--- src/design/dfi_pkg.sv ---
`timescale 1ns / 1ps
// Package for the direct form I IIR filter: sizes, register indexes and
// the command/status structs between controller and datapath. No dependencies.
package dfi_pkg;

   localparam int SAMPLE_W        = 16;
   localparam int COEF_W          = 16;
   localparam int FF_TAPS         = 3;
   localparam int FB_TAPS         = 2;
   localparam int COEFF_FRAC_BITS = 14;

   localparam int NUM_TAPS = FF_TAPS + FB_TAPS;
   localparam int TAP_W    = (NUM_TAPS > 1) ? $clog2(NUM_TAPS) : 1;
   localparam int PROD_W   = SAMPLE_W + COEF_W;
   localparam int ACC_W    = PROD_W + $clog2(NUM_TAPS + 1);
   localparam int SHIFT_W  = ACC_W - COEFF_FRAC_BITS;

   // configuration register map
   localparam int NUM_REGS    = 5;
   localparam int FF_REGS     = 3;
   localparam int FB_REGS     = 2;
   localparam int CSR_INDEX_W = 3;
   localparam int CSR_DATA_W  = 16;

   localparam logic [CSR_INDEX_W-1:0] REG_FF_COEFF_0 = 3'd0;
   localparam logic [CSR_INDEX_W-1:0] REG_FF_COEFF_1 = 3'd1;
   localparam logic [CSR_INDEX_W-1:0] REG_FF_COEFF_2 = 3'd2;
   localparam logic [CSR_INDEX_W-1:0] REG_FB_COEFF_1 = 3'd3;
   localparam logic [CSR_INDEX_W-1:0] REG_FB_COEFF_2 = 3'd4;

   localparam logic signed [COEF_W-1:0] FF_COEFF_0_RESET = 16'sd16384;

   typedef logic [TAP_W-1:0] tap_type;

   typedef struct packed {
      logic    load;    // capture new sample, clear accumulator
      logic    mul;     // multiply tap
      logic    acc;     // add registered product
      logic    finish;  // shift, saturate, write result, shift histories
      tap_type tap;
   } cmd_type;

   typedef struct packed {
      logic out_full;
   } sts_type;

endpackage

--- src/design/dfi_req_if.sv ---
`timescale 1ns / 1ps
// Input sample channel of the IIR filter.
// Depends on dfi_pkg for the sample width.
interface dfi_req_if;
   logic                                  valid;
   logic                                  ready;
   logic signed [dfi_pkg::SAMPLE_W-1:0]   sample_in;

   modport source (output valid, output sample_in, input ready);
   modport sink   (input valid, input sample_in, output ready);
endinterface

--- src/design/dfi_rsp_if.sv ---
`timescale 1ns / 1ps
// Result channel of the IIR filter: filtered sample and clip flag.
// Depends on dfi_pkg for the sample width.
interface dfi_rsp_if;
   logic                                  valid;
   logic                                  ready;
   logic signed [dfi_pkg::SAMPLE_W-1:0]   sample_out;
   logic                                  clipped;

   modport source (output valid, output sample_out, output clipped, input ready);
   modport sink   (input valid, input sample_out, input clipped, output ready);
endinterface

--- src/design/direct_form_iir_filter.sv ---
`timescale 1ns / 1ps
// Top level of the direct form I IIR filter: controller plus datapath.
// Depends on dfi_pkg, dfi_req_if, dfi_rsp_if, dfi_ctrl, dfi_datapath.
//
//   channel   direction  handshake       payload
//   req_ch    in         valid/ready     sample_in (s16)
//   rsp_ch    out        valid/ready     sample_out (s16), clipped
//   csr_*     in         write enable    csr_index (3), csr_write_data (16)
//
// Each sample steps through an accept step, one multiply step per tap on the
// single shared multiplier (five taps), one drain add and one finish step.
// A new sample is taken while the previous result waits in the output register;
// a stalled result holds the finish step until it is taken.
// Synchronous reset loads the default coefficients and clears both histories.
module direct_form_iir_filter (
   input  logic                              clock,
   input  logic                              reset,
   dfi_req_if.sink                           req_ch,
   dfi_rsp_if.source                         rsp_ch,
   input  logic                              csr_write_en,
   input  logic [dfi_pkg::CSR_INDEX_W-1:0]   csr_index,
   input  logic [dfi_pkg::CSR_DATA_W-1:0]    csr_write_data
);

   dfi_pkg::cmd_type cmd;
   dfi_pkg::sts_type sts;
   logic             ready;

   assign req_ch.ready = ready;

   dfi_ctrl u_ctrl (
      .clock     (clock),
      .reset     (reset),
      .req_valid (req_ch.valid),
      .req_ready (ready),
      .sts       (sts),
      .cmd       (cmd)
   );

   dfi_datapath u_datapath (
      .clock          (clock),
      .reset          (reset),
      .csr_write_en   (csr_write_en),
      .csr_index      (csr_index),
      .csr_write_data (csr_write_data),
      .sample_in      (req_ch.sample_in),
      .cmd            (cmd),
      .sts            (sts),
      .rsp_ch         (rsp_ch)
   );

endmodule

--- src/design/dfi_ctrl.sv ---
`timescale 1ns / 1ps
// Sequencer of the IIR filter: walks the shared multiplier over the taps.
// Depends on dfi_pkg for the command and status structs.
module dfi_ctrl (
   input  logic             clock,
   input  logic             reset,
   input  logic             req_valid,
   output logic             req_ready,
   input  dfi_pkg::sts_type sts,
   output dfi_pkg::cmd_type cmd
);

   localparam logic [1:0] ST_IDLE   = 2'd0;
   localparam logic [1:0] ST_MUL    = 2'd1;
   localparam logic [1:0] ST_DRAIN  = 2'd2;
   localparam logic [1:0] ST_FINISH = 2'd3;

   localparam dfi_pkg::tap_type LAST_TAP = dfi_pkg::TAP_W'(dfi_pkg::NUM_TAPS - 1);

   logic [1:0]       state_ff, state_in;
   dfi_pkg::tap_type tap_ff, tap_in;
   logic             accept;

   assign req_ready = (state_ff == ST_IDLE);
   assign accept    = req_valid & req_ready;

   always_comb begin
      state_in   = state_ff;
      tap_in     = tap_ff;
      cmd        = '0;
      cmd.tap    = tap_ff;
      unique case (state_ff)
         ST_IDLE: begin
            if (accept) begin
               cmd.load = 1'b1;
               tap_in   = '0;
               state_in = ST_MUL;
            end
         end
         ST_MUL: begin
            cmd.mul = 1'b1;
            cmd.acc = (tap_ff != '0);
            if (tap_ff == LAST_TAP) begin
               state_in = ST_DRAIN;
            end else begin
               tap_in = tap_ff + 1'b1;
            end
         end
         ST_DRAIN: begin
            cmd.acc  = 1'b1;
            state_in = ST_FINISH;
         end
         ST_FINISH: begin
            // hold here while the previous result is still waiting
            if (!sts.out_full) begin
               cmd.finish = 1'b1;
               state_in   = ST_IDLE;
            end
         end
         default: begin
            state_in = ST_IDLE;
         end
      endcase
   end

   always_ff @(posedge clock) begin
      if (reset) begin
         state_ff <= ST_IDLE;
         tap_ff   <= '0;
      end else begin
         state_ff <= state_in;
         tap_ff   <= tap_in;
      end
   end

`ifndef NO_ASSERTIONS
   a_finish_needs_room: assert property (@(posedge clock) disable iff (reset)
      cmd.finish |-> !sts.out_full)
      else $error("finish issued while output register full");

   a_last_tap_drains: assert property (@(posedge clock) disable iff (reset)
      (state_ff == ST_MUL && tap_ff == LAST_TAP) |=> (state_ff == ST_DRAIN))
      else $error("last tap did not move to drain");

   a_accept_starts_mac: assert property (@(posedge clock) disable iff (reset)
      accept |=> (state_ff == ST_MUL && tap_ff == '0))
      else $error("accepted transaction did not start at tap zero");

   a_no_mul_and_finish: assert property (@(posedge clock) disable iff (reset)
      !(cmd.mul && cmd.finish) && !(cmd.load && cmd.acc))
      else $error("conflicting datapath commands");
`endif

endmodule

--- src/design/dfi_datapath.sv ---
`timescale 1ns / 1ps
// Datapath of the IIR filter: coefficients, histories, shared multiplier,
// accumulator, shift/saturate and output register. Depends on dfi_pkg, dfi_rsp_if.
module dfi_datapath (
   input  logic                                  clock,
   input  logic                                  reset,
   input  logic                                  csr_write_en,
   input  logic [dfi_pkg::CSR_INDEX_W-1:0]       csr_index,
   input  logic [dfi_pkg::CSR_DATA_W-1:0]        csr_write_data,
   input  logic signed [dfi_pkg::SAMPLE_W-1:0]   sample_in,
   input  dfi_pkg::cmd_type                      cmd,
   output dfi_pkg::sts_type                      sts,
   dfi_rsp_if.source                             rsp_ch
);

   localparam int SW = dfi_pkg::SAMPLE_W;

   logic signed [dfi_pkg::COEF_W-1:0] coef_ff [dfi_pkg::NUM_TAPS];
   logic signed [SW-1:0]              in_hist_ff  [dfi_pkg::FF_TAPS-1];
   logic signed [SW-1:0]              out_hist_ff [dfi_pkg::FB_TAPS];
   logic signed [SW-1:0]              x_ff;
   logic signed [dfi_pkg::PROD_W-1:0] prod_ff;
   logic signed [dfi_pkg::ACC_W-1:0]  acc_ff, acc_in;
   logic signed [SW-1:0]              operand [dfi_pkg::NUM_TAPS];
   logic signed [dfi_pkg::SHIFT_W-1:0] shifted;
   logic signed [SW-1:0]              y_sat;
   logic                              clip;
   logic                              out_valid_ff;
   logic signed [SW-1:0]              out_sample_ff;
   logic                              out_clip_ff;
   logic [dfi_pkg::CSR_INDEX_W-1:0]   fb_k;

   // operand per tap: current sample, input history, output history
   always_comb begin
      operand[0] = x_ff;
      for (int i = 1; i < dfi_pkg::FF_TAPS; i++) begin
         operand[i] = in_hist_ff[i-1];
      end
      for (int i = 0; i < dfi_pkg::FB_TAPS; i++) begin
         operand[dfi_pkg::FF_TAPS + i] = out_hist_ff[i];
      end
   end

   assign acc_in = acc_ff + {{(dfi_pkg::ACC_W - dfi_pkg::PROD_W){prod_ff[dfi_pkg::PROD_W-1]}},
                             prod_ff};

   // arithmetic shift floors; clip when the upper bits are not a sign extension
   assign shifted = dfi_pkg::SHIFT_W'(acc_ff >>> dfi_pkg::COEFF_FRAC_BITS);
   assign clip    = (shifted[dfi_pkg::SHIFT_W-1:SW-1] != {(dfi_pkg::SHIFT_W-SW+1){1'b0}}) &&
                    (shifted[dfi_pkg::SHIFT_W-1:SW-1] != {(dfi_pkg::SHIFT_W-SW+1){1'b1}});
   always_comb begin
      if (!clip) begin
         y_sat = shifted[SW-1:0];
      end else if (shifted[dfi_pkg::SHIFT_W-1]) begin
         y_sat = {1'b1, {(SW-1){1'b0}}};
      end else begin
         y_sat = {1'b0, {(SW-1){1'b1}}};
      end
   end

   assign fb_k = csr_index - dfi_pkg::REG_FB_COEFF_1;

   // coefficient registers
   always_ff @(posedge clock) begin
      if (reset) begin
         for (int i = 0; i < dfi_pkg::NUM_TAPS; i++) begin
            coef_ff[i] <= '0;
         end
         coef_ff[0] <= dfi_pkg::FF_COEFF_0_RESET;
      end else if (csr_write_en) begin
         if (csr_index < dfi_pkg::REG_FB_COEFF_1) begin
            if (32'(csr_index) < dfi_pkg::FF_TAPS) begin
               coef_ff[dfi_pkg::TAP_W'(csr_index)] <= csr_write_data;
            end
         end else if (32'(fb_k) < dfi_pkg::FB_REGS && 32'(fb_k) < dfi_pkg::FB_TAPS) begin
            coef_ff[dfi_pkg::TAP_W'(32'(fb_k) + dfi_pkg::FF_TAPS)] <= csr_write_data;
         end
      end
   end

   // histories
   always_ff @(posedge clock) begin
      if (reset) begin
         for (int i = 0; i < dfi_pkg::FF_TAPS - 1; i++) begin
            in_hist_ff[i] <= '0;
         end
         for (int i = 0; i < dfi_pkg::FB_TAPS; i++) begin
            out_hist_ff[i] <= '0;
         end
      end else if (cmd.finish) begin
         in_hist_ff[0] <= x_ff;
         for (int i = 1; i < dfi_pkg::FF_TAPS - 1; i++) begin
            in_hist_ff[i] <= in_hist_ff[i-1];
         end
         out_hist_ff[0] <= y_sat;
         for (int i = 1; i < dfi_pkg::FB_TAPS; i++) begin
            out_hist_ff[i] <= out_hist_ff[i-1];
         end
      end
   end

   // multiply-accumulate payload
   always_ff @(posedge clock) begin
      if (cmd.load) begin
         x_ff   <= sample_in;
         acc_ff <= '0;
      end else if (cmd.acc) begin
         acc_ff <= acc_in;
      end
      if (cmd.mul) begin
         prod_ff <= coef_ff[cmd.tap] * operand[cmd.tap];
      end
   end

   // output register
   always_ff @(posedge clock) begin
      if (reset) begin
         out_valid_ff <= 1'b0;
      end else if (cmd.finish) begin
         out_valid_ff <= 1'b1;
      end else if (rsp_ch.ready) begin
         out_valid_ff <= 1'b0;
      end
   end

   always_ff @(posedge clock) begin
      if (cmd.finish) begin
         out_sample_ff <= y_sat;
         out_clip_ff   <= clip;
      end
   end

   assign sts.out_full      = out_valid_ff;
   assign rsp_ch.valid      = out_valid_ff;
   assign rsp_ch.sample_out = out_sample_ff;
   assign rsp_ch.clipped    = out_clip_ff;

`ifndef NO_ASSERTIONS
   a_valid_rises_on_finish: assert property (@(posedge clock) disable iff (reset)
      $rose(out_valid_ff) |-> $past(cmd.finish))
      else $error("result valid without finish");

   a_result_held_on_stall: assert property (@(posedge clock) disable iff (reset)
      (out_valid_ff && !rsp_ch.ready) |=> ($stable(out_sample_ff) && $stable(out_clip_ff)))
      else $error("stalled result changed");

   a_clip_value: assert property (@(posedge clock) disable iff (reset)
      (cmd.finish && clip) |=>
         (out_sample_ff == {out_sample_ff[SW-1], {(SW-1){!out_sample_ff[SW-1]}}}))
      else $error("clipped result is not a rail value");
`endif

endmodule
--- src/flat_wrapper.sv ---
// flat-port wrapper written by rule: the top's interface ports become plain ports
module direct_form_iir_filter_flat 
  (clock, reset, csr_write_en, csr_index, csr_write_data, req_ch_valid, req_ch_sample_in, req_ch_ready, rsp_ch_valid, rsp_ch_sample_out, rsp_ch_clipped, rsp_ch_ready);
  dfi_req_if req_ch_i ();
  dfi_rsp_if rsp_ch_i ();
  input  logic clock;
  input  logic reset;
  input  logic csr_write_en;
  input  logic [dfi_pkg::CSR_INDEX_W-1:0] csr_index;
  input  logic [dfi_pkg::CSR_DATA_W-1:0] csr_write_data;
  input wire logic [$bits(req_ch_i.valid)-1:0] req_ch_valid;
  input wire logic [$bits(req_ch_i.sample_in)-1:0] req_ch_sample_in;
  output wire logic [$bits(req_ch_i.ready)-1:0] req_ch_ready;
  output wire logic [$bits(rsp_ch_i.valid)-1:0] rsp_ch_valid;
  output wire logic [$bits(rsp_ch_i.sample_out)-1:0] rsp_ch_sample_out;
  output wire logic [$bits(rsp_ch_i.clipped)-1:0] rsp_ch_clipped;
  input wire logic [$bits(rsp_ch_i.ready)-1:0] rsp_ch_ready;
  assign req_ch_i.valid = req_ch_valid;
  assign req_ch_i.sample_in = req_ch_sample_in;
  assign req_ch_ready = req_ch_i.ready;
  assign rsp_ch_valid = rsp_ch_i.valid;
  assign rsp_ch_sample_out = rsp_ch_i.sample_out;
  assign rsp_ch_clipped = rsp_ch_i.clipped;
  assign rsp_ch_i.ready = rsp_ch_ready;
  direct_form_iir_filter u_core (.clock(clock), .reset(reset), .req_ch(req_ch_i), .rsp_ch(rsp_ch_i), .csr_write_en(csr_write_en), .csr_index(csr_index), .csr_write_data(csr_write_data));
endmodule
--- config.mk ---
export PLATFORM = sky130hd
export DESIGN_NAME = direct_form_iir_filter_flat
export DESIGN_NICKNAME = d
export VERILOG_FILES = /design/src/design/dfi_pkg.sv /design/src/design/dfi_req_if.sv /design/src/design/dfi_rsp_if.sv /design/src/design/direct_form_iir_filter.sv /design/src/design/dfi_ctrl.sv /design/src/design/dfi_datapath.sv /design/src/flat_wrapper.sv
export SDC_FILE = /design/constraint.sdc
export NUM_CORES = 1
export LEC_CHECK = 0
export ABC_CLOCK_PERIOD_IN_PS = 7270
export BUFFER_PORTS_ARGS = -buffer_cell sky130_fd_sc_hd__buf_2
export CORE_MARGIN = 3
export CORE_UTILIZATION = 58
export CTS_BUF_LIST = sky130_fd_sc_hd__clkbuf_16
export CTS_CLUSTER_SIZE = 12
export DETAILED_ROUTE_END_ITERATION = 6
export PLACE_DENSITY = 0.76
export SYNTH_ARGS = -nofsm -noshare
export SYNTH_HDL_FRONTEND = slang
export SYNTH_SLANG_ARGS = --single-unit
--- constraint.sdc ---
create_clock -name clock -period 7.27 [get_ports clock]
set_clock_uncertainty 0.15 [all_clocks]
set_input_delay 0.727 -clock clock [delete_from_list [all_inputs] [get_ports clock]]
set_output_delay 0.727 -clock clock [all_outputs]
set_load 0.02 [all_outputs]
After elaboration in Yosys (flattened, before gate mapping). Memory sizes are Yosys's and may differ from the RTL's. A register that Yosys moved wholly into a read port is not among the register bits. Cells that the tools add are included.

Register bits: 106. Bits in writable memories: 144. Bits of input ports: 40. Output and inout port bits: 19. Memories: 3.

$add $sub $neg: 4. Multipliers: 1. Magnitude comparators: 4. Equality and inequality tests: 9. Muxes and demuxes: 48. Bitwise operators: 7. Reduce and logical (&&, ||, !) cells: 10.

Memories: u_core.u_datapath.coef_ff (words 5, width 16, rd ports 1, clocked after memory_dff 1, wr ports 5, RTL line dfi_datapath.sv:18) `logic signed [dfi_pkg::COEF_W-1:0] coef_ff [dfi_pkg::NUM_TAPS];`; u_core.u_datapath.in_hist_ff (words 2, width 16, rd ports 2, clocked after memory_dff 0, wr ports 2, RTL line dfi_datapath.sv:19) `logic signed [SW-1:0] in_hist_ff [dfi_pkg::FF_TAPS-1];`; u_core.u_datapath.out_hist_ff (words 2, width 16, rd ports 2, clocked after memory_dff 0, wr ports 2, RTL line dfi_datapath.sv:20) `logic signed [SW-1:0] out_hist_ff [dfi_pkg::FB_TAPS];`.

Operators with widths (number): $mux W16 (11); $bmux W16 S3 (1); $add A35 B35 Y35 (1); $mul A16 B16 Y32 (1); $reduce_or A16 Y1 (2); $mux W1 (24); $mux W3 (6); $lt A3 B2 Y1 const B (3); $pmux W2 S4 (1); $mux W2 (3); $ne A2 B2 Y1 const B (3); $ne A6 B6 Y1 const B (1); $pmux W3 S2 (1); $reduce_and A3 Y1 (2); $reduce_bool A6 Y1 (1); $or A1 B1 Y1 (5); $eq A2 B2 Y1 const B (2); $ge A4 B4 Y1 const B (1); $not A3 Y4 (1); $reduce_bool A2 Y1 (2); $add A3 B1 Y3 const B (1); $add A3 B2 Y3 const B (1); $eq A3 B3 Y1 const B (1); $reduce_bool A3 Y1 (1); other kinds (7) (7).

Depth between registers and ports, before layout. Gate-level depths: netlist of run 1.

Depth after elaboration: 9. Depth in mapped cells: 28. Mapped depth without buffers: 26.

By module. A second synthesis of run 1 with hierarchy kept.

Cell total of the unflattened synthesis: 2158. Area total of the unflattened synthesis: 23542.6 µm².

By module, submodules not included: dfi_datapath (instances 1, cells each 2114, area each 23156.0 µm²); dfi_ctrl (instances 1, cells each 44, area each 386.6 µm²).

Least setup slack after synthesis of run 1. OpenSTA, ideal clock, no wires.

Kind: register to register. Start point: register (tool-made name). End point: register u_core.u_datapath.prod_ff[22] (netlist name) (data pin). Library setup time: 259 ps. Arrival time: 7285 ps. Data required time: 6861 ps. Setup slack: -424 ps. Stages on the path, launching flop included: 27. Buffers on the path: 3. Period minus slack after synthesis: 7694 ps. Cell sequence: dfxtp_1 -> clkbuf_1 -> buf_2 -> buf_2 -> mux4_2 -> mux2i_1 -> nor2_1 -> fa_1 -> inv_1 -> fa_1 -> fa_1 -> fa_1 -> inv_1 -> fa_1 -> inv_1 -> fa_1 -> inv_1 -> ha_1 -> a21o_1 -> a21o_1 -> a211oi_1 -> or3_1 -> nand3_1 -> or3_1 -> a31o_2 -> a21oi_1 -> xnor2_1.

RTL lines: end signal, assigned (RTL line dfi_datapath.sv:111) `prod_ff <= coef_ff[cmd.tap] * operand[cmd.tap];`; end, declared (RTL line dfi_datapath.sv:22) `logic signed [dfi_pkg::PROD_W-1:0] prod_ff;`.

==> results of run 1 <==
-- layer usage --
layer / vias to the layer above / track usage / share of wire
li1: 7422 / - / -
met1: 8059 / 0.345 / 0.40
met2: 649 / 0.429 / 0.47
met3: 157 / 0.0674 / 0.088
met4: 0 / 0.110 / 0.043
met5: - / 0 / 0
-- cells by family after synthesis --
family,after synthesis,synth area share
AND/OR/NAND/NOR,656,0.129
buffers and inverters,407,0.0651
adder cells (fa/ha/maj),386,0.289
flip-flops,301,0.365
AO/OA/AOI/OAI,261,0.0708
multiplexers,83,0.0595
XOR/XNOR,57,0.0212
other,1,0.000159
-- state kept, by name (all words and copies together), names as in the netlist, named ones only --
| name | count |
|---|---|
| u_core.u_datapath.coef_ff | 128 |
| u_core.u_datapath.acc_ff | 35 |
| u_core.u_datapath.in_hist_ff | 32 |
| u_core.u_datapath.out_hist_ff | 32 |
| u_core.u_datapath.prod_ff | 32 |
| u_core.u_datapath.rsp_ch.sample_out | 16 |
| u_core.u_datapath.x_ff | 16 |
| u_core.u_ctrl.tap_ff | 3 |
| u_core.u_ctrl.state_ff | 2 |
| u_core.u_datapath.rsp_ch.clipped | 1 |
| u_core.u_datapath.rsp_ch.valid | 1 |
-- cell usage after synthesis, types with 18 or more instances --
cell | count | area (um2)
inv_1 | 340 | 1280
fa_1 | 263 | 5270
edfxtp_1 | 257 | 7720
nor2_1 | 218 | 818
nand2_1 | 199 | 747
ha_1 | 123 | 1540
and2_1 | 117 | 732
a21oi_1 | 85 | 425
clkbuf_1 | 57 | 214
o21ai_0 | 47 | 235
dfxtp_1 | 44 | 881
mux4_2 | 44 | 991
xnor2_1 | 43 | 377
a21o_1 | 41 | 308
nand2b_1 | 29 | 181
mux2i_1 | 22 | 220
nor3_1 | 18 | 90.1
-- worst max path at each step --
stage / slack, ns / endpoint / from / cells after the start
global placement: 0.07 / u_core.u_datapath.prod_ff[22] / u_core.u_ctrl.tap_ff[0] / 25
CTS: -0.004 / u_core.u_datapath.prod_ff[22] / register / 23
global route: -0.03 / u_core.u_datapath.prod_ff[22] / register / 23
floorplan: 0.02 / u_core.u_datapath.prod_ff[22] / u_core.u_ctrl.tap_ff[0] / 25
detailed placement: -0.08 / u_core.u_datapath.prod_ff[30] / u_core.u_ctrl.tap_ff[0] / 25
finish: 0.17 / u_core.u_datapath.prod_ff[22] / u_core.u_datapath.out_hist_ff[0][5] / 24
-- cell usage in the layout, fill, tap and decap left out, drive strengths merged, types with 7 or more instances in the layout --
master  instances
buf           177
nand4           7
nand3          16
clkinv         10
a21o           41
o21a           13
nor2          219
a31oi           7
nand2b         29
clkbuf         38
or3            12
nand2         200
fa            263
nor3           18
inv           351
ha            123
and2          117
a211oi         11
mux4           44
xnor2          43
mux2i          22
nor2b          10
conb           32
or2            10
mux2           17
dfxtp          44
a21oi          85
a22oi           8
xor2           14
edfxtp        257
o21ai          51
-- worst max-delay path, stage by stage (launching register included) --
cell and delay, ns:
edfxtp_1 0.49, mux4_2 0.51, a22oi_1 0.23, buf_6 0.23
nor2_1 0.08, fa_1 0.51, inv_1 0.05, fa_1 0.49
fa_1 0.44, fa_1 0.55, inv_1 0.05, fa_1 0.48
inv_1 0.05, fa_1 0.48, inv_1 0.05, ha_1 0.30
a21o_1 0.17, a21o_1 0.19, a211oi_2 0.23, or3_4 0.18
nand3_1 0.08, or3_4 0.36, a31o_2 0.25, a21oi_2 0.14
xnor2_1 0.08
-- final cells by class --
type / instances / area, um2 / area share
Multi-Input combinational cell: 1475 / 13700 / 0.513
Tap cell: 525 / 657 / 0.0246
Sequential cell: 301 / 8610 / 0.322
Clock inverter: 23 / 198 / 0.00740
Antenna cell: 1 / 2.50 / 0.0000937
Clock buffer: 37 / 926 / 0.0347
Timing Repair Buffer: 178 / 1330 / 0.0497
Inverter: 341 / 1280 / 0.0479
-- metrics by stage --
stage | setup TNS [ns] | setup WS [ns]
after floorplan | 0 | 0.0185
after global placement | 0 | 0.0740
after detailed placement | -0.241 | -0.0839
after CTS | -0.00378 | -0.00378
after global routing | -0.0292 | -0.0292
final | 0 | 0.173
-- what timing repair did --
action | in CTS | in global routing
cloned | 0 | 1
setup buffers | 0 | 14
hold endpoints to repair | 0 | 0
setup endpoints to repair | 4 | 9
pin swaps | 0 | 5
resized for setup | 6 | 28
hold buffers | 0 | 0
==> impl_metrics.json, run 1 <==
{
  "status": "complete, no violations",
  "async_flop_share": 0,
  "cts-htree-levels": 2,
  "overflow": 0,
  "die_x_um": 208,
  "ys_seq_area_frac": 0.365,
  "ys_warn_count": 0,
  "fin_cells": 2881,
  "drc": 0,
  "cap_viol_max_count": 0,
  "syn_area_um2": 23600,
  "pin_count": 59,
  "cts_made_buffers": 35,
  "max_slew.worst_pin.slew_ns": 1.23,
  "vias_per_cell": 5.65,
  "fill_cells": 2924,
  "clock.fmax_mhz": 141,
  "critical_path_class": "register to register",
  "ys_ff_latch": 301,
  "setup_viol": 0,
  "end_kind": "register",
  "drt-initial-drc-count": 1426,
  "finalHoldViolCount": 0,
  "layout.cell_area.non_filler_um2": 26700,
  "cp.arrival_ns": 7.22,
  "portBuffers": 58,
  "routed_wl_um": 56600,
  "cts_root_buf": "clkbuf_16",
  "insertion_delay_ns": 0.55,
  "grt_pass1_vias": 16900,
  "start_util": 0.590,
  "reg2reg_depth": 24,
  "postRouteAntennaNets": 0,
  "r2r-end": "u_core.u_datapath.prod_ff[22]",
  "slew_headroom": 0.175,
  "crit_path_max_fanout": 16,
  "crit_path_start_kind": "register",
  "antenna_found_initial": 2,
  "syn_inst": 2152,
  "cts_tree": "yes",
  "drv_slew": 0,
  "grt_pass1_wl_um": 89200,
  "nets": 2758,
  "synth_edf_count": 257,
  "grt_usage": 0.265,
  "fin_crit_sh": 0.976,
  "holdCritStartpoint": "req_ch_sample_in[0]",
  "holdPathEnd": "u_core.u_datapath.x_ff[0]",
  "die_h_um": 208,
  "required_ns": 7.39,
  "utilization": 0.669,
  "core-area_um2": 39900,
  "r2r-start": "u_core.u_datapath.out_hist_ff[0][5]",
  "fp-row-count": 73,
  "clkTransAtPathRegs_ns": 0.06,
  "syn_area_per_cell_um2": 10.9,
  "first_pass_iters": 5,
  "hold_ws_ns": 0.202,
  "vias": 16300,
  "postPlaceCellArea_um2": 25300,
  "dp.cells": 2805,
  "rsz0062_at_grt": "yes",
  "wl_per_cell_um": 19.6,
  "rrSetupSlack_ns": 0.17,
  "clock_sinks": 301,
  "clk_path_buf_depth": 3,
  "dp_hpwl_um": 42400,
  "die-area_um2": 43100,
  "worstHoldPathCells": 1,
  "place.gp.congestion": 0.943,
  "area.growth.synth_to_final_pct": 13.4,
  "fin_crit_ns": 7.10,
  "hold_class": "primary input to register",
  "drive_gt1_frac": 0.142,
  "grt_max_degree": 65,
  "synth-main-ff-cell": "edfxtp_1",
  "synthDistinctLibCells": 67
}
Power of run 1 is not shown: default switching activity piles up to over one toggle a cycle in this logic, so the estimate is an artifact.
==> run 2, diff against run 1 <==
==> constraint.sdc (replaced) <==
create_clock -name clock -period 7.27 [get_ports clock]
set_clock_uncertainty 0.15 [all_clocks]
set_input_delay 0.3635 -clock clock [delete_from_list [all_inputs] [get_ports clock]]
set_output_delay 0.3635 -clock clock [all_outputs]
set_load 0.02 [all_outputs]
==> run 2 against run 1 <==
First-iteration DRC count is 11% lower. Count of clock-buffer cells in the layout stayed put. Fmax is 0.11% higher. Final area is 1.0% higher. Die area stayed put. Hold slack worse by 0.18 ns. Core utilization is 0.70 points higher. Sequential share of layout area is 0.33 points lower. Register-to-register slack hardly changed. Via count is 0.74% higher.
==> impl_metrics.json, run 2 (synthesis gave the netlist of run 1 again) <==
{
  "first_pass_iters": 5,
  "die_x_um": 208,
  "largest_reg_flops": 128,
  "finalHoldViolCount": 0,
  "die-area_um2": 43100,
  "vias_per_cell": 5.64,
  "core-area_um2": 39900,
  "grt_pass1_wl_um": 90100,
  "fin_crit_ns": 7.09,
  "routed_wl_um": 57100,
  "cp.arrival_ns": 7.21,
  "crit_buf_inv": 5,
  "fin_cells": 2910,
  "vias": 16400,
  "slowest_stage": "mux4_2",
  "slowest_delay_ns": 0.56,
  "clock.fmax_mhz": 141,
  "postRouteAntennaNets": 0,
  "antenna_found_initial": 4,
  "drv_slew": 0,
  "hold_class": "primary input to register",
  "slew_headroom": 0.146,
  "finalSetupTns_ns": 0,
  "cp_top_family": "adder cells",
  "crit_path_max_fanout": 10,
  "dp_hpwl_um": 42400,
  "rsz0062_at_grt": "yes",
  "fp-row-count": 73,
  "fin_crit_sh": 0.975,
  "cts_root_buf": "clkbuf_16",
  "setup_viol": 0,
  "drt-initial-drc-count": 1275,
  "holdCritStartpoint": "csr_write_data[8]",
  "top_register": "u_core.u_datapath.coef_ff",
  "wl_per_cell_um": 19.6,
  "dp.cells": 2805,
  "status": "complete, no violations",
  "cts_made_buffers": 35,
  "postPlaceCellArea_um2": 25300,
  "area.growth.synth_to_final_pct": 14.5,
  "start_util": 0.590,
  "crit_path_start_kind": "register",
  "final_common_cell": "inv_1",
  "pin_count": 59,
  "drc": 0,
  "cts_tree": "yes",
  "place.gp.congestion": 0.943,
  "largestRegisters": "u_core.u_datapath.coef_ff: 128 flops, u_core.u_datapath.acc_ff: 35 flops",
  "final_cell_mix": "349 x inv_1, 261 x fa_1, 257 x edfxtp_1",
  "crit_chain": "buf_12, mux4_2, buf_4, mux2_2, nand2_1, fa_1, fa_1, fa_1, fa_1, inv_1, fa_1, inv_1, fa_1, inv_1, ha_1, a21o_1, a21o_1, a211oi_2, or3_4, nand3_1, or3_4, a31o_2, a21oi_2, xnor2_1",
  "cpMostUsedCell": "fa_1",
  "drive_gt1_frac": 0.140,
  "clkTransAtPathRegs_ns": 0.06,
  "portBuffers": 58,
  "required_ns": 7.39,
  "overflow": 0,
  "clock_sinks": 301,
  "grt_usage": 0.267,
  "hold_ws_ns": 0.0215,
  "max_slew.worst_pin.slew_ns": 1.28,
  "grt_max_degree": 65,
  "die_h_um": 208,
  "clk_path_buf_depth": 3,
  "layout.cell_area.non_filler_um2": 27000,
  "nets": 2787,
  "cts-htree-levels": 2,
  "end_kind": "register",
  "critical_path_class": "register to register",
  "cap_viol_max_count": 0,
  "grt_pass1_vias": 17100,
  "insertion_delay_ns": 0.54
}
-- run 2: changes by cell type in the layout (fill, tap and decap cells not counted), sizes merged --
cell         delta
dlygate4sd3    +28
buf             +1
-- run 2: timing repair --
| item | CTS | global route |
|---|---|---|
| resized for setup | 6 | 24 |
| pin swaps | 0 | 6 |
| cloned | 0 | 1 |
| hold buffers | 28 | 0 |
| setup endpoints to repair | 4 | 9 |
| endpoints found under the hold margin | 36 | 0 |
| setup buffers | 0 | 15 |
-- run 2: final cells by class --
type	instances	area, um2
sequential	301	8610
antenna	1	2.50
clock inverter	23	198
fill	2888	12900
multi-input combinational	1475	13700
inverter	341	1280
tap	525	657
clock buffer	37	926
timing repair buffer	207	1620
-- run 2: stage by stage --
stage	utilization	worst slack, ns
2_1_floorplan	-	0.0185
3_3_place_gp	0.634	0.0740
3_5_place_dp	0.634	-0.0839
4_1_cts	0.670	-0.00378
5_1_grt	0.676	-0.0232
6_report	0.676	0.181
-- run 2: path summary, 6_finish.rpt --
check,slack (ns),cells past startpoint,endpoint
worst min register to register,0.31,2,u_core.u_datapath.acc_ff[11]
worst max-delay path,0.18,24,u_core.u_datapath.prod_ff[22]
worst max register to register,0.18,24,u_core.u_datapath.prod_ff[22]
worst min-delay path,0.02,2,u_core.u_datapath.coef_ff[1][8]
-- run 2: worst reg2reg max path, cell delays in order, from the launching register on --
cell      delay [ns]
dfxtp_4         0.40
buf_12          0.16
mux4_2          0.57
buf_4           0.16
mux2_2          0.28
nand2_1         0.09
fa_1            0.48
fa_1            0.47
fa_1            0.44
fa_1            0.48
inv_1           0.05
fa_1            0.54
inv_1           0.05
fa_1            0.48
inv_1           0.05
ha_1            0.30
a21o_1          0.17
a21o_1          0.19
a211oi_2        0.22
or3_4           0.17
nand3_1         0.08
or3_4           0.36
a31o_2          0.25
a21oi_2         0.14
xnor2_1         0.08
-- run 2: routing by layer --
layer,vias up,part of all wire,global-route usage
li1,7473,-,-
met1,8100,0.39,0.343
met2,680,0.47,0.433
met3,153,0.093,0.0739
met4,2,0.044,0.113
met5,-,0.00014,0
Power of run 2 is left out for the same reason.
==> run 3, diff against run 2 <==
--- a/config.mk
+++ b/config.mk
@@ -8,11 +8,11 @@
 export ABC_CLOCK_PERIOD_IN_PS = 7270
 export BUFFER_PORTS_ARGS = -buffer_cell sky130_fd_sc_hd__buf_2
 export CORE_MARGIN = 3
-export CORE_UTILIZATION = 58
+export CORE_UTILIZATION = 40
 export CTS_BUF_LIST = sky130_fd_sc_hd__clkbuf_16
 export CTS_CLUSTER_SIZE = 12
 export DETAILED_ROUTE_END_ITERATION = 6
-export PLACE_DENSITY = 0.76
+export PLACE_DENSITY = 0.55
 export SYNTH_ARGS = -nofsm -noshare
 export SYNTH_HDL_FRONTEND = slang
 export SYNTH_SLANG_ARGS = --single-unit
==> run 3 against run 2 <==
Die area increased by 44%. Fmax increased by 1.1%. Sequential share of layout area decreased by 0.62 points. Hold slack improved by 0.069 ns. Global-route usage decreased by 7.3 points. Highest routed layer is now met4. Critical endpoint unchanged. Register-to-register slack improved by 0.08 ns.
==> impl_metrics.json, run 3 (synthesis gave the netlist of run 1 again) <==
{
  "status": "complete, no violations",
  "diodes": 0,
  "drc": 0,
  "vias_per_cell": 5.01,
  "drt-initial-drc-count": 1094,
  "area.growth.synth_to_final_pct": 16.8,
  "fin_crit_ns": 7.01,
  "die_h_um": 249,
  "postRouteAntennaNets": 0,
  "finalHoldViolCount": 0,
  "final_common_cell": "inv_1",
  "grt_max_degree": 65,
  "grt_usage": 0.195,
  "portBuffers": 58,
  "crit_path_start_kind": "register",
  "place.gp.congestion": 0.923,
  "fin_crit_sh": 0.964,
  "critical_path_class": "register to register",
  "r2r-end": "u_core.u_datapath.prod_ff[22]",
  "clock.fmax_mhz": 143,
  "fill_cells": 5335,
  "critPathCapture": "u_core.u_datapath.prod_ff[22]",
  "slowest_delay_ns": 0.57,
  "end_kind": "register",
  "cp.arrival_ns": 7.15,
  "first_pass_iters": 6,
  "top_register": "u_core.u_datapath.coef_ff",
  "final_cell_mix": "350 x inv_1, 263 x fa_1, 257 x edfxtp_1",
  "cts_tree": "yes",
  "cpMostUsedCell": "fa_1",
  "cap_viol_max_count": 0,
  "drive_gt1_frac": 0.150,
  "largestRegisters": "u_core.u_datapath.coef_ff: 128 flops, u_core.u_datapath.acc_ff: 35 flops",
  "fp-row-count": 88,
  "rsz0062_at_grt": "yes",
  "hold_class": "primary input to register",
  "insertion_delay_ns": 0.56,
  "rrSetupSlack_ns": 0.26,
  "max_slew.worst_pin.slew_ns": 1.13,
  "routed_wl_um": 58800,
  "cts_made_buffers": 36,
  "largest_reg_flops": 128,
  "overflow": 0,
  "grt_pass1_vias": 17100,
  "crit_path_max_fanout": 5,
  "drv_slew": 0,
  "vias": 15900,
  "crit_chain": "buf_6, mux4_2, mux2_2, nand2_1, fa_1, fa_1, fa_1, fa_1, inv_1, fa_1, inv_1, fa_1, inv_1, ha_1, a21o_1, a21o_1, a211oi_2, or3_4, nand3_1, or3_4, a31o_2, a21oi_2, xnor2_1",
  "cp.depth": 23,
  "start_util": 0.406,
  "clkTransAtPathRegs_ns": 0.06,
  "wl_per_cell_um": 18.5,
  "cts-htree-levels": 2,
  "required_ns": 7.41,
  "finalSetupTns_ns": 0,
  "clk_path_buf_depth": 3,
  "reg2reg_depth": 23,
  "die-area_um2": 61800,
  "slowest_stage": "fa_1",
  "clock_sinks": 301,
  "antenna_found_initial": 1,
  "pin_count": 59,
  "nets": 2810,
  "cts_root_buf": "clkbuf_16",
  "slew_headroom": 0.247,
  "fin_cells": 3177,
  "dp.cells": 3068,
  "crit_buf_inv": 4,
  "core-area_um2": 58000,
  "dp_hpwl_um": 45600,
  "grt_pass1_wl_um": 95000,
  "die_x_um": 249,
  "setup_viol": 0,
  "cp_top_family": "adder cells",
  "worstHoldPathCells": 2
}
## run 3: worst min-delay path by stage
stage | startpoint | endpoint | slack (ns)
final | reset | u_core.u_ctrl.state_ff[1] | 0.09
after global routing | reset | u_core.u_ctrl.state_ff[1] | 0.09
after detailed placement | u_core.u_datapath.acc_ff[11] | u_core.u_datapath.acc_ff[11] | 0.30
after CTS | reset | u_core.u_ctrl.state_ff[1] | 0.06
after floorplan | u_core.u_datapath.acc_ff[10] | u_core.u_datapath.acc_ff[10] | 0.29
after global placement | u_core.u_datapath.acc_ff[2] | u_core.u_datapath.acc_ff[2] | 0.29
## run 3: worst register-to-register path: cells and delay by family, from the launching register on
family,cells,cell delay [ns]
fa+ha+maj,7,3.28
compound gates,5,0.96
flops,1,0.41
mux,2,0.86
simple gates,4,0.69
buf+inv,4,0.31
xor+xnor,1,0.07
## run 3: per-layer routing
layer  routed length [um]  global-route usage
met2                26900               0.311
met4                 1390              0.0497
met5                    0                   0
met1                27200               0.273
met3                 3220              0.0390
## run 3: stage by stage
step	area, um2	setup slack (ns)	hold slack, ns	utilization
2_1_floorplan	23700	0.0185	0.286	-
3_3_place_gp	25800	0.0629	0.292	0.445
3_5_place_dp	25800	-0.0477	0.299	0.445
4_1_cts	27300	0.0300	0.0592	0.471
5_1_grt	27500	0.00132	0.0909	0.474
6_report	27500	0.258	0.0909	0.474
## run 3: area by class of cell
type,instances,area (um2),share of cell area
Clock buffer,36,901,0.0327
Tap cell,765,957,0.0348
Inverter,341,1280,0.0465
Multi-Input combinational cell,1475,13700,0.499
Timing Repair Buffer,229,1800,0.0653
Clock inverter,30,255,0.00928
Sequential cell,301,8610,0.313
## run 3: timing repair
item,in CTS,in global routing
hold endpoints to repair,49,0
endpoints found under the setup margin,2,11
gates resized for setup,5,38
hold buffers,33,0
setup buffers,2,8
pin swaps,0,7
Power of run 3 is left out for the same reason.
